**config.mk**
```make
export PLATFORM = sky130hd
export DESIGN_NAME = packet_signature_md4
export DESIGN_NICKNAME = d
export VERILOG_FILES = /design/src/design/pktsig_pkg.sv /design/src/design/pktsig_msgbuf.sv /design/src/design/pktsig_step.sv /design/src/design/packet_signature_md4.sv
export SDC_FILE = /design/constraint.sdc
export NUM_CORES = 2
export LEC_CHECK = 0
export ABC_CLOCK_PERIOD_IN_PS = 24400
export BUFFER_PORTS_ARGS = -buffer_cell sky130_fd_sc_hd__buf_2
export CAP_MARGIN = 40
export CORE_MARGIN = 5
export CORE_UTILIZATION = 25
export CTS_CLUSTER_DIAMETER = 100
export DETAILED_ROUTE_END_ITERATION = 10
export PLACE_DENSITY_LB_ADDON = 0.15
export SYNTH_ARGS = -nofsm -noshare
export SYNTH_HDL_FRONTEND = slang
export SYNTH_SLANG_ARGS = --single-unit
```
**constraint.sdc**
```tcl
create_clock -name clk -period 24.4 [get_ports clk]
set_input_delay 2.44 -clock clk [delete_from_list [all_inputs] [get_ports clk]]
set_output_delay 2.44 -clock clk [all_outputs]
set_load 0.05 [all_outputs]
```
**src/design/pktsig_pkg.sv**
```systemverilog
// Package for the packet signer: beat types, register codes and MD4 step tables.
package pktsig_pkg;

  localparam int CNT_W  = 6;
  localparam int STEP_W = 6;
  localparam int WPOS_W = 4;

  localparam logic [STEP_W-1:0] LAST_STEP = 6'd47;

  localparam logic [31:0] K_ROUND2 = 32'h5a827999;
  localparam logic [31:0] K_ROUND3 = 32'h6ed9eba1;

  localparam logic OP_BYTE    = 1'b0;
  localparam logic OP_RESTART = 1'b1;

  localparam logic [1:0] REG_ROOT     = 2'd0;
  localparam logic [1:0] REG_CHAIN_LO = 2'd1;
  localparam logic [1:0] REG_CHAIN_HI = 2'd2;

  localparam logic [1:0] RND_SEL = 2'd0;
  localparam logic [1:0] RND_MAJ = 2'd1;
  localparam logic [1:0] RND_XOR = 2'd2;

  typedef struct packed {
    logic        opcode;
    logic [7:0]  data_byte;
    logic [15:0] packet_size;
    logic        last_byte;
  } in_beat_t;

  typedef struct packed {
    logic [63:0] signature;
    logic [16:0] signed_size;
  } out_beat_t;

  typedef struct packed {
    logic              wr_en;
    logic [CNT_W-1:0]  wr_pos;
    logic [7:0]        wr_data;
    logic              rd_en;
    logic [WPOS_W-1:0] rd_pos;
  } msg_ctl_t;

  // message word index used by a step
  function automatic logic [3:0] step_msg(input logic [STEP_W-1:0] step);
    logic [3:0] idx;
    case (step[5:4])
      RND_SEL: idx = step[3:0];
      RND_MAJ: idx = {step[1:0], step[3:2]};
      RND_XOR: idx = {step[0], step[1], step[2], step[3]};
      default: idx = 4'd0;
    endcase
    return idx;
  endfunction

  function automatic logic [4:0] step_shift(input logic [STEP_W-1:0] step);
    logic [4:0] sh;
    sh = 5'd3;
    case (step[5:4])
      RND_SEL: begin
        case (step[1:0])
          2'd0:    sh = 5'd3;
          2'd1:    sh = 5'd7;
          2'd2:    sh = 5'd11;
          default: sh = 5'd19;
        endcase
      end
      RND_MAJ: begin
        case (step[1:0])
          2'd0:    sh = 5'd3;
          2'd1:    sh = 5'd5;
          2'd2:    sh = 5'd9;
          default: sh = 5'd13;
        endcase
      end
      default: begin
        case (step[1:0])
          2'd0:    sh = 5'd3;
          2'd1:    sh = 5'd9;
          2'd2:    sh = 5'd11;
          default: sh = 5'd15;
        endcase
      end
    endcase
    return sh;
  endfunction

  function automatic logic [31:0] step_const(input logic [STEP_W-1:0] step);
    logic [31:0] k;
    case (step[5:4])
      RND_SEL: k = 32'd0;
      RND_MAJ: k = K_ROUND2;
      default: k = K_ROUND3;
    endcase
    return k;
  endfunction

  function automatic logic [31:0] step_fn(input logic [STEP_W-1:0] step,
                                          input logic [31:0] x,
                                          input logic [31:0] y,
                                          input logic [31:0] z);
    logic [31:0] f;
    case (step[5:4])
      RND_SEL: f = (x & y) | (~x & z);
      RND_MAJ: f = (x & y) | (x & z) | (y & z);
      default: f = x ^ y ^ z;
    endcase
    return f;
  endfunction

endpackage

```
**src/design/pktsig_msgbuf.sv**
```systemverilog
// Packet byte store: byte-lane writes, registered word reads masked to the valid length.
module pktsig_msgbuf import pktsig_pkg::*; #(
  parameter int PAYLOAD_BYTES = 52
) (
  input  logic             clk,
  input  msg_ctl_t         ctl,
  input  logic [CNT_W-1:0] vlen,
  output logic [31:0]      rd_word
);

  localparam int WORDS = (PAYLOAD_BYTES + 3) / 4;
  localparam int AW    = (WORDS > 1) ? $clog2(WORDS) : 1;

  logic [31:0]       mem [WORDS];
  logic [31:0]       rd_q_r;
  logic [WPOS_W-1:0] pos_r;

  always_ff @(posedge clk) begin
    if (ctl.wr_en) begin
      mem[ctl.wr_pos[AW+1:2]][{ctl.wr_pos[1:0], 3'b000} +: 8] <= ctl.wr_data;
    end
    if (ctl.rd_en) begin
      rd_q_r <= mem[ctl.rd_pos[AW-1:0]];
      pos_r  <= ctl.rd_pos;
    end
  end

  always_comb begin
    for (int l = 0; l < 4; l++) begin
      if ({pos_r, 2'(l)} < vlen) begin
        rd_word[8*l +: 8] = rd_q_r[8*l +: 8];
      end else begin
        rd_word[8*l +: 8] = 8'd0;
      end
    end
  end

endmodule

```
**src/design/pktsig_step.sv**
```systemverilog
// One MD4 step: add of function, constant and message word, then left rotate.
module pktsig_step import pktsig_pkg::*; (
  input  logic [STEP_W-1:0] step,
  input  logic [31:0]       a,
  input  logic [31:0]       b,
  input  logic [31:0]       c,
  input  logic [31:0]       d,
  input  logic [31:0]       m,
  output logic [31:0]       q
);

  logic [31:0] sum;
  logic [63:0] rot;

  always_comb begin
    sum = a + step_fn(step, b, c, d) + step_const(step) + m;
    rot = {sum, sum} << step_shift(step);
    q   = rot[63:32];
  end

endmodule

```
**src/design/packet_signature_md4.sv**
```systemverilog
// Packet signer top level: byte capture, APB registers and the step sequencer.
// Bytes are taken one per cycle while the block is idle; the beat marked last stalls input
// through the load state, 48 MD4 steps through the single shared step adder and
// one chain add, which waits while an earlier result is still held and stalled. The
// result is registered with the new chain value and held until taken.
// Reset is synchronous, active low; registers and the chain value clear to zero.
module packet_signature_md4 import pktsig_pkg::*; #(
  parameter int PAYLOAD_BYTES = 52,
  parameter int HEADER_BYTES  = 7
) (
  input  logic        clk,
  input  logic        rst_n,
  input  logic        in_valid,
  output logic        in_stall,
  input  in_beat_t    in_beat,
  output logic        out_valid,
  input  logic        out_stall,
  output out_beat_t   out_beat,
  input  logic        psel,
  input  logic        penable,
  input  logic        pwrite,
  input  logic [4:0]  paddr,
  input  logic [63:0] pwdata,
  output logic [63:0] prdata,
  output logic        pready
);

  typedef enum logic [1:0] {ST_IDLE, ST_LOAD, ST_STEP, ST_FINISH} state_t;

  state_t            state_r;
  logic [63:0]       root_r, start_lo_r, start_hi_r;
  logic [127:0]      chain_r;
  logic [31:0]       a_r, b_r, c_r, d_r;
  logic [STEP_W-1:0] step_r;
  logic [CNT_W-1:0]  cnt_r, vlen_r;
  logic [15:0]       held_r;
  logic [3:0]        msg_idx_r;
  logic              out_valid_r;
  out_beat_t         out_beat_r;

  logic              in_acc, cfg_wr, out_free;
  logic [CNT_W-1:0]  cnt_nxt, vlen_nxt;
  logic [16:0]       sz1, lim17;
  logic [CNT_W-1:0]  lim;
  logic [3:0]        iss_idx;
  logic [31:0]       m_word, mem_word, q;
  msg_ctl_t          ctl;

  assign pready   = 1'b1;
  assign cfg_wr   = psel & penable & pwrite & pready;
  assign in_stall = (state_r != ST_IDLE);
  assign in_acc   = in_valid & ~in_stall;
  assign out_valid = out_valid_r;
  assign out_beat  = out_beat_r;
  assign out_free  = ~out_valid_r | ~out_stall;

  always_ff @(posedge clk) begin
    if (!rst_n) begin
      root_r     <= '0;
      start_lo_r <= '0;
      start_hi_r <= '0;
    end else if (cfg_wr) begin
      unique case (paddr[4:3])
        REG_ROOT:     root_r     <= pwdata;
        REG_CHAIN_LO: start_lo_r <= pwdata;
        REG_CHAIN_HI: start_hi_r <= pwdata;
        default: ;
      endcase
    end
  end

  always_comb begin
    unique case (paddr[4:3])
      REG_ROOT:     prdata = root_r;
      REG_CHAIN_LO: prdata = start_lo_r;
      REG_CHAIN_HI: prdata = start_hi_r;
      default:      prdata = 64'd0;
    endcase
  end

  // bytes held and the payload length from the size field
  always_comb begin
    cnt_nxt = (cnt_r < CNT_W'(PAYLOAD_BYTES)) ? cnt_r + CNT_W'(1) : cnt_r;
    sz1     = {1'b0, in_beat.packet_size} + 17'd1;
    lim17   = (sz1 >= 17'(HEADER_BYTES)) ? sz1 - 17'(HEADER_BYTES) : 17'd0;
    lim     = (lim17 > 17'(PAYLOAD_BYTES)) ? CNT_W'(PAYLOAD_BYTES) : lim17[CNT_W-1:0];
    vlen_nxt = (cnt_nxt < lim) ? cnt_nxt : lim;
  end

  always_comb begin
    iss_idx     = step_msg((state_r == ST_LOAD) ? '0 : step_r + STEP_W'(1));
    ctl.wr_en   = in_acc & (in_beat.opcode == OP_BYTE) & (cnt_r < CNT_W'(PAYLOAD_BYTES));
    ctl.wr_pos  = cnt_r;
    ctl.wr_data = in_beat.data_byte;
    ctl.rd_en   = (state_r == ST_LOAD) | (state_r == ST_STEP);
    ctl.rd_pos  = iss_idx - 4'd3;
  end

  pktsig_msgbuf #(.PAYLOAD_BYTES(PAYLOAD_BYTES)) u_msgbuf (
    .clk     (clk),
    .ctl     (ctl),
    .vlen    (vlen_r),
    .rd_word (mem_word)
  );

  always_comb begin
    case (msg_idx_r)
      4'd0:    m_word = root_r[31:0];
      4'd1:    m_word = root_r[63:32];
      4'd2:    m_word = {16'd0, held_r};
      default: m_word = mem_word;
    endcase
  end

  pktsig_step u_step (
    .step (step_r),
    .a    (a_r),
    .b    (b_r),
    .c    (c_r),
    .d    (d_r),
    .m    (m_word),
    .q    (q)
  );

  always_ff @(posedge clk) begin
    if (!rst_n) begin
      state_r     <= ST_IDLE;
      chain_r     <= '0;
      cnt_r       <= '0;
      out_valid_r <= 1'b0;
    end else begin
      if (out_valid_r && !out_stall && state_r != ST_FINISH) begin
        out_valid_r <= 1'b0;
      end
      if (ctl.rd_en) begin
        msg_idx_r <= iss_idx;
      end
      unique case (state_r)
        ST_IDLE: begin
          if (in_acc) begin
            if (in_beat.opcode == OP_RESTART) begin
              chain_r <= {start_hi_r, start_lo_r};
              cnt_r   <= '0;
            end else if (in_beat.last_byte) begin
              vlen_r  <= vlen_nxt;
              held_r  <= in_beat.packet_size;
              cnt_r   <= '0;
              state_r <= ST_LOAD;
            end else begin
              cnt_r <= cnt_nxt;
            end
          end
        end
        ST_LOAD: begin
          {d_r, c_r, b_r, a_r} <= chain_r;
          step_r  <= '0;
          state_r <= ST_STEP;
        end
        ST_STEP: begin
          a_r <= d_r;
          b_r <= q;
          c_r <= b_r;
          d_r <= c_r;
          step_r <= step_r + STEP_W'(1);
          if (step_r == LAST_STEP) begin
            state_r <= ST_FINISH;
          end
        end
        ST_FINISH: begin
          if (out_free) begin
            chain_r <= {chain_r[127:96] + d_r, chain_r[95:64] + c_r,
                        chain_r[63:32] + b_r, chain_r[31:0] + a_r};
            out_beat_r.signature   <= {chain_r[63:32] + b_r, chain_r[31:0] + a_r};
            out_beat_r.signed_size <= {1'b0, held_r} + 17'd8;
            out_valid_r <= 1'b1;
            state_r     <= ST_IDLE;
          end
        end
        default: state_r <= ST_IDLE;
      endcase
    end
  end

  a_out_from_finish: assert property (@(posedge clk) disable iff (!rst_n)
    $rose(out_valid_r) |-> $past(state_r == ST_FINISH))
    else $error("result raised outside chain update");

  a_chain_source: assert property (@(posedge clk) disable iff (!rst_n)
    !$stable(chain_r) |-> $past(state_r == ST_FINISH ||
                                (in_acc && in_beat.opcode == OP_RESTART)))
    else $error("chain value changed without restart or signing");

  a_step_bound: assert property (@(posedge clk) disable iff (!rst_n)
    (state_r == ST_STEP) |-> (step_r <= LAST_STEP))
    else $error("step counter overran");

  a_no_overwrite: assert property (@(posedge clk) disable iff (!rst_n)
    (out_valid_r && out_stall && state_r == ST_FINISH) |=> $stable(out_beat_r))
    else $error("pending result overwritten");

endmodule

```
==> impl_metrics.toml <==
[clock_network]
cts_resized = 0
cts_max_level = 3
cts_tree = "built"
ctsLongestPathBuffers = 3
worstSkewPairLatency_ns = 0.78
cts_post_setup_buffers_inserted = 0
cts-root-buf = "clkbuf_16"
hold_buffers = 0
cts_buffers = 119
cts_sinks = 1022
clk_pin_slew_ns = 0.06

[timing]
max_freq_mhz = 134
grt_setup_unrepaired = "no"
max_slew_margin_pct = 22.2
setup_viol = 0
finalSetupTns_ns = 0
period_needed_ns = 7.48
fin_crit_sh_pct = 30.6
worstMarginPinSlew_ns = 1.17
hold_viol = 0
skew_ns = 0.0532
fin_ws_ns = 16.92
report.final.slew_viol_count = 0

[power_and_ir_drop]
p_clk_share_pct = 18.9
leakage_nw = 23.2
power.switching_mw = 4.47
seqPwrFrac_pct = 23.4
powerDensity_mw_per_mm2 = 152
intPower_mw = 5.28
p_sw_share_pct = 45.9
combPwrFrac_pct = 57.8
ir_drop_uv = 128

[synthesis]
synth_area_mm2 = 0.0550
synth_area_per_cell_um2 = 10.8
synth_cell_type_count = 94
synth_top_flop_cell = "edfxtp_1"
synthArstFlopShare_pct = 0
synth_cells = 5104
synth.yosys.warnings = 0
mappedNetlistNets = 5489
synth-edff-count = 693
yosysSeqAreaShare_pct = 49.8
synth-seq-cells = 1022

[layout]
drive_above_1_share_pct = 15.7
regArea_mm2 = 0.0274
finalNetCount = 5712
n_fill_cell = 22653
multi_input_area_mm2 = 0.0258
syn_to_final_growth_pct = 16.6
fin_area_mm2 = 0.0641
final_cells = 8320

[placed_design]
dp_cells = 8077
portBuffers = 245
placed_area_mm2 = 0.0601
post-place-ws_ns = 16.96
place_hpwl_um = 156000
routabilityCongestion = 0.893

[run_status]
status = "finished, final reports clean"

[floorplan]
initial_core_util_pct = 25.1
io_pins = 250
die_w_um = 479
core_mm2 = 0.219
rows = 172
die_h_um = 479
dieArea_mm2 = 0.229

[global_routing]
grt_max_degree = 100
grt.overflow.total = 0
use_met3_pct = 2.14
grt_pass1_wl_um = 295000
grt_use_met1_pct = 22.8
grt_busiest_layer = "met2"
grt_pass1_vias = 40621
antenna_found_initial = 28
gr-usage-met2_pct = 29.3
grt.total_usage_pct = 17.4

[setup_path]
cp_max_fo = 13
r2r_slack_ns = 16.92
arrival_ns = 7.99
required_ns = 24.91
r2r_cells = 21
end_kind = "register"
rr_startpoint = "msg_idx_r[3]$_DFFE_PP_"
r2r_end = "b_r[4]$_DFFE_PP_"
critPathKind = "register to register"
cp-start-kind = "register"

[drt]
wire_per_inst_um = 24.8
ant_nets = 0
drt_iter0_drc = 2897
wl_um = 206000
firstDrtPassIters = 9
via_per_inst = 4.91
vias = 40880
drcViolationCount = 0

[min_path]
holdPathEnd = "out_beat[1]$_DFFE_PP_"
hp-start = "held_r[1]$_DFFE_PP_"
hp-class = "register to register"
hold-path-cell-count = 0

[flow_run]
cap_viol_max_count = 0
kinds of logic after synthesis:
| kind of cell | share of synthesized area, % |
|---|---|
| simple gates | 11.1 |
| compound gates | 14.6 |
| flops | 49.8 |
| buf+inv | 3.60 |
| mux | 10.6 |
| fa+ha+maj | 7.68 |
| xor+xnor | 2.59 |
| other cells | 0.00682 |
area by class of cell:
type                       count  area share [%]
clock inverter                70            1.13
clock buffer                 154            5.04
multi-input combinational   3567            40.2
tap                         2871            5.60
antenna                       19          0.0742
sequential                  1022            42.7
timing repair buffer         386            3.87
inverter                     231            1.37
cells in the final DEF, fill, tap and decap left out, types with 14 or more instances in the layout:
cell type    n
a211o_1     16
a211oi_1    98
a21o_1      76
a21oi_1    496
a221oi_1    14
a31oi_1     31
and2_1      26
and3_1      43
buf_2      259
buf_4      107
clkbuf_1    25
clkbuf_16  121
clkinv_1    17
clkinv_2    27
dfxtp_1    329
diode_2     19
edfxtp_1   693
fa_1        91
ha_1       188
inv_1      227
mux2_2     101
mux2i_1    175
mux4_2     129
nand2_1    734
nand2b_1    38
nand3_1     76
nand4_1     20
nor2_1     317
nor2b_1     29
nor3_1      58
o211ai_1    69
o21a_1      47
o21ai_0    280
o21bai_1    15
o31ai_1     16
or3_1       22
xnor2_1    108
xor2_1      50
worst max path at each step:
| stage | slack, ns | cells past startpoint | to | start |
|---|---|---|---|---|
| 6_report | 16.92 | 21 | b_r[4]$_DFFE_PP_ | msg_idx_r[3]$_DFFE_PP_ |
| 5_1_grt | 16.64 | 21 | b_r[4]$_DFFE_PP_ | msg_idx_r[3]$_DFFE_PP_ |
| 4_1_cts | 16.95 | 7 | prdata[15] | paddr[4] |
| 3_5_place_dp | 16.96 | 7 | prdata[15] | paddr[4] |
| 3_3_place_gp | 16.60 | 20 | b_r[4]$_DFFE_PP_ | msg_idx_r[3]$_DFFE_PP_ |
| 2_1_floorplan | 14.60 | 5 | out_beat[0]$_DFFE_PP_ | rst_n |
synth_stat cells (all sizes together) (38+ instances only):
cell / instances / area share [%]
fa: 91 / 3.3
nand2b: 38 / 0.43
dfxtp: 329 / 12
buf: 45 / 0.39
a21oi: 499 / 4.5
nand2: 736 / 5.0
o21a: 48 / 0.67
a211oi: 100 / 1.4
ha: 192 / 4.4
nand3: 76 / 0.69
o21ai: 287 / 2.6
a21o: 76 / 1.0
nor3: 62 / 0.58
xor2: 50 / 0.80
o211ai: 69 / 0.94
mux4: 129 / 5.3
inv: 231 / 1.6
and3: 43 / 0.49
edfxtp: 693 / 38
xnor2: 111 / 1.8
nor2: 318 / 2.2
mux2i: 175 / 3.2
mux2: 102 / 2.1
clkbuf: 239 / 1.6
critical path, cell delays in order, from the launching register on:
cell       delay, ns
edfxtp_1        0.42
a211o_1         0.28
buf_4           0.20
nand2b_1        0.10
a21oi_1         0.07
o21a_1          0.22
a222oi_1        0.94
fa_1            0.56
inv_1           0.09
fa_1            0.43
ha_1            0.36
nor2b_1         0.16
o31a_1          0.27
a21oi_1         0.45
a31oi_1         0.24
a221oi_1        0.71
mux2i_1         0.20
a2111oi_0       0.57
buf_1           0.21
mux2i_1         0.13
o2bb2ai_1       0.16
a21oi_1         0.43
per-layer routing:
metal | part of all wire (%) | vias up
met5 | 0.022 | -
met4 | 4.1 | 6
met3 | 3.9 | 277
met2 | 48 | 953
met1 | 44 | 20447
li1 | - | 19197
registers in the layout (all words and copies together), names as in the netlist, 6 cells and up:
| register | count |
|---|---|
| b_r | 32 |
| held_r | 16 |
| start_lo_r | 64 |
| step_r | 6 |
| vlen_r | 6 |
| u_msgbuf.rd_q_r | 32 |
| d_r | 32 |
| cnt_r | 6 |
| chain_r | 128 |
| root_r | 64 |
| u_msgbuf.mem | 416 |
| c_r | 32 |
| out_beat | 81 |
| a_r | 32 |
| start_hi_r | 64 |
metrics by stage:
step | hold WS [ns] | utilization [%] | power [mW]
after floorplan | 0.420 | - | 6.15
after global placement | 0.458 | 27.1 | 7.92
after detailed placement | 0.463 | 27.4 | 7.96
after CTS | 0.472 | 29.2 | 9.85
after global routing | 0.489 | 29.2 | 10.4
final | 0.467 | 29.2 | 9.76
power by group through the flow:
stage | sequential (mW) | clock [mW] | combinational (mW)
after floorplan | 2.26 | 0 | 3.89
after global placement | 2.32 | 0 | 5.60
after detailed placement | 2.32 | 0 | 5.64
after CTS | 2.29 | 1.89 | 5.67
after global routing | 2.30 | 1.96 | 6.17
final | 2.28 | 1.84 | 5.63
No activity file was read; power rests on OpenSTA's default activity.
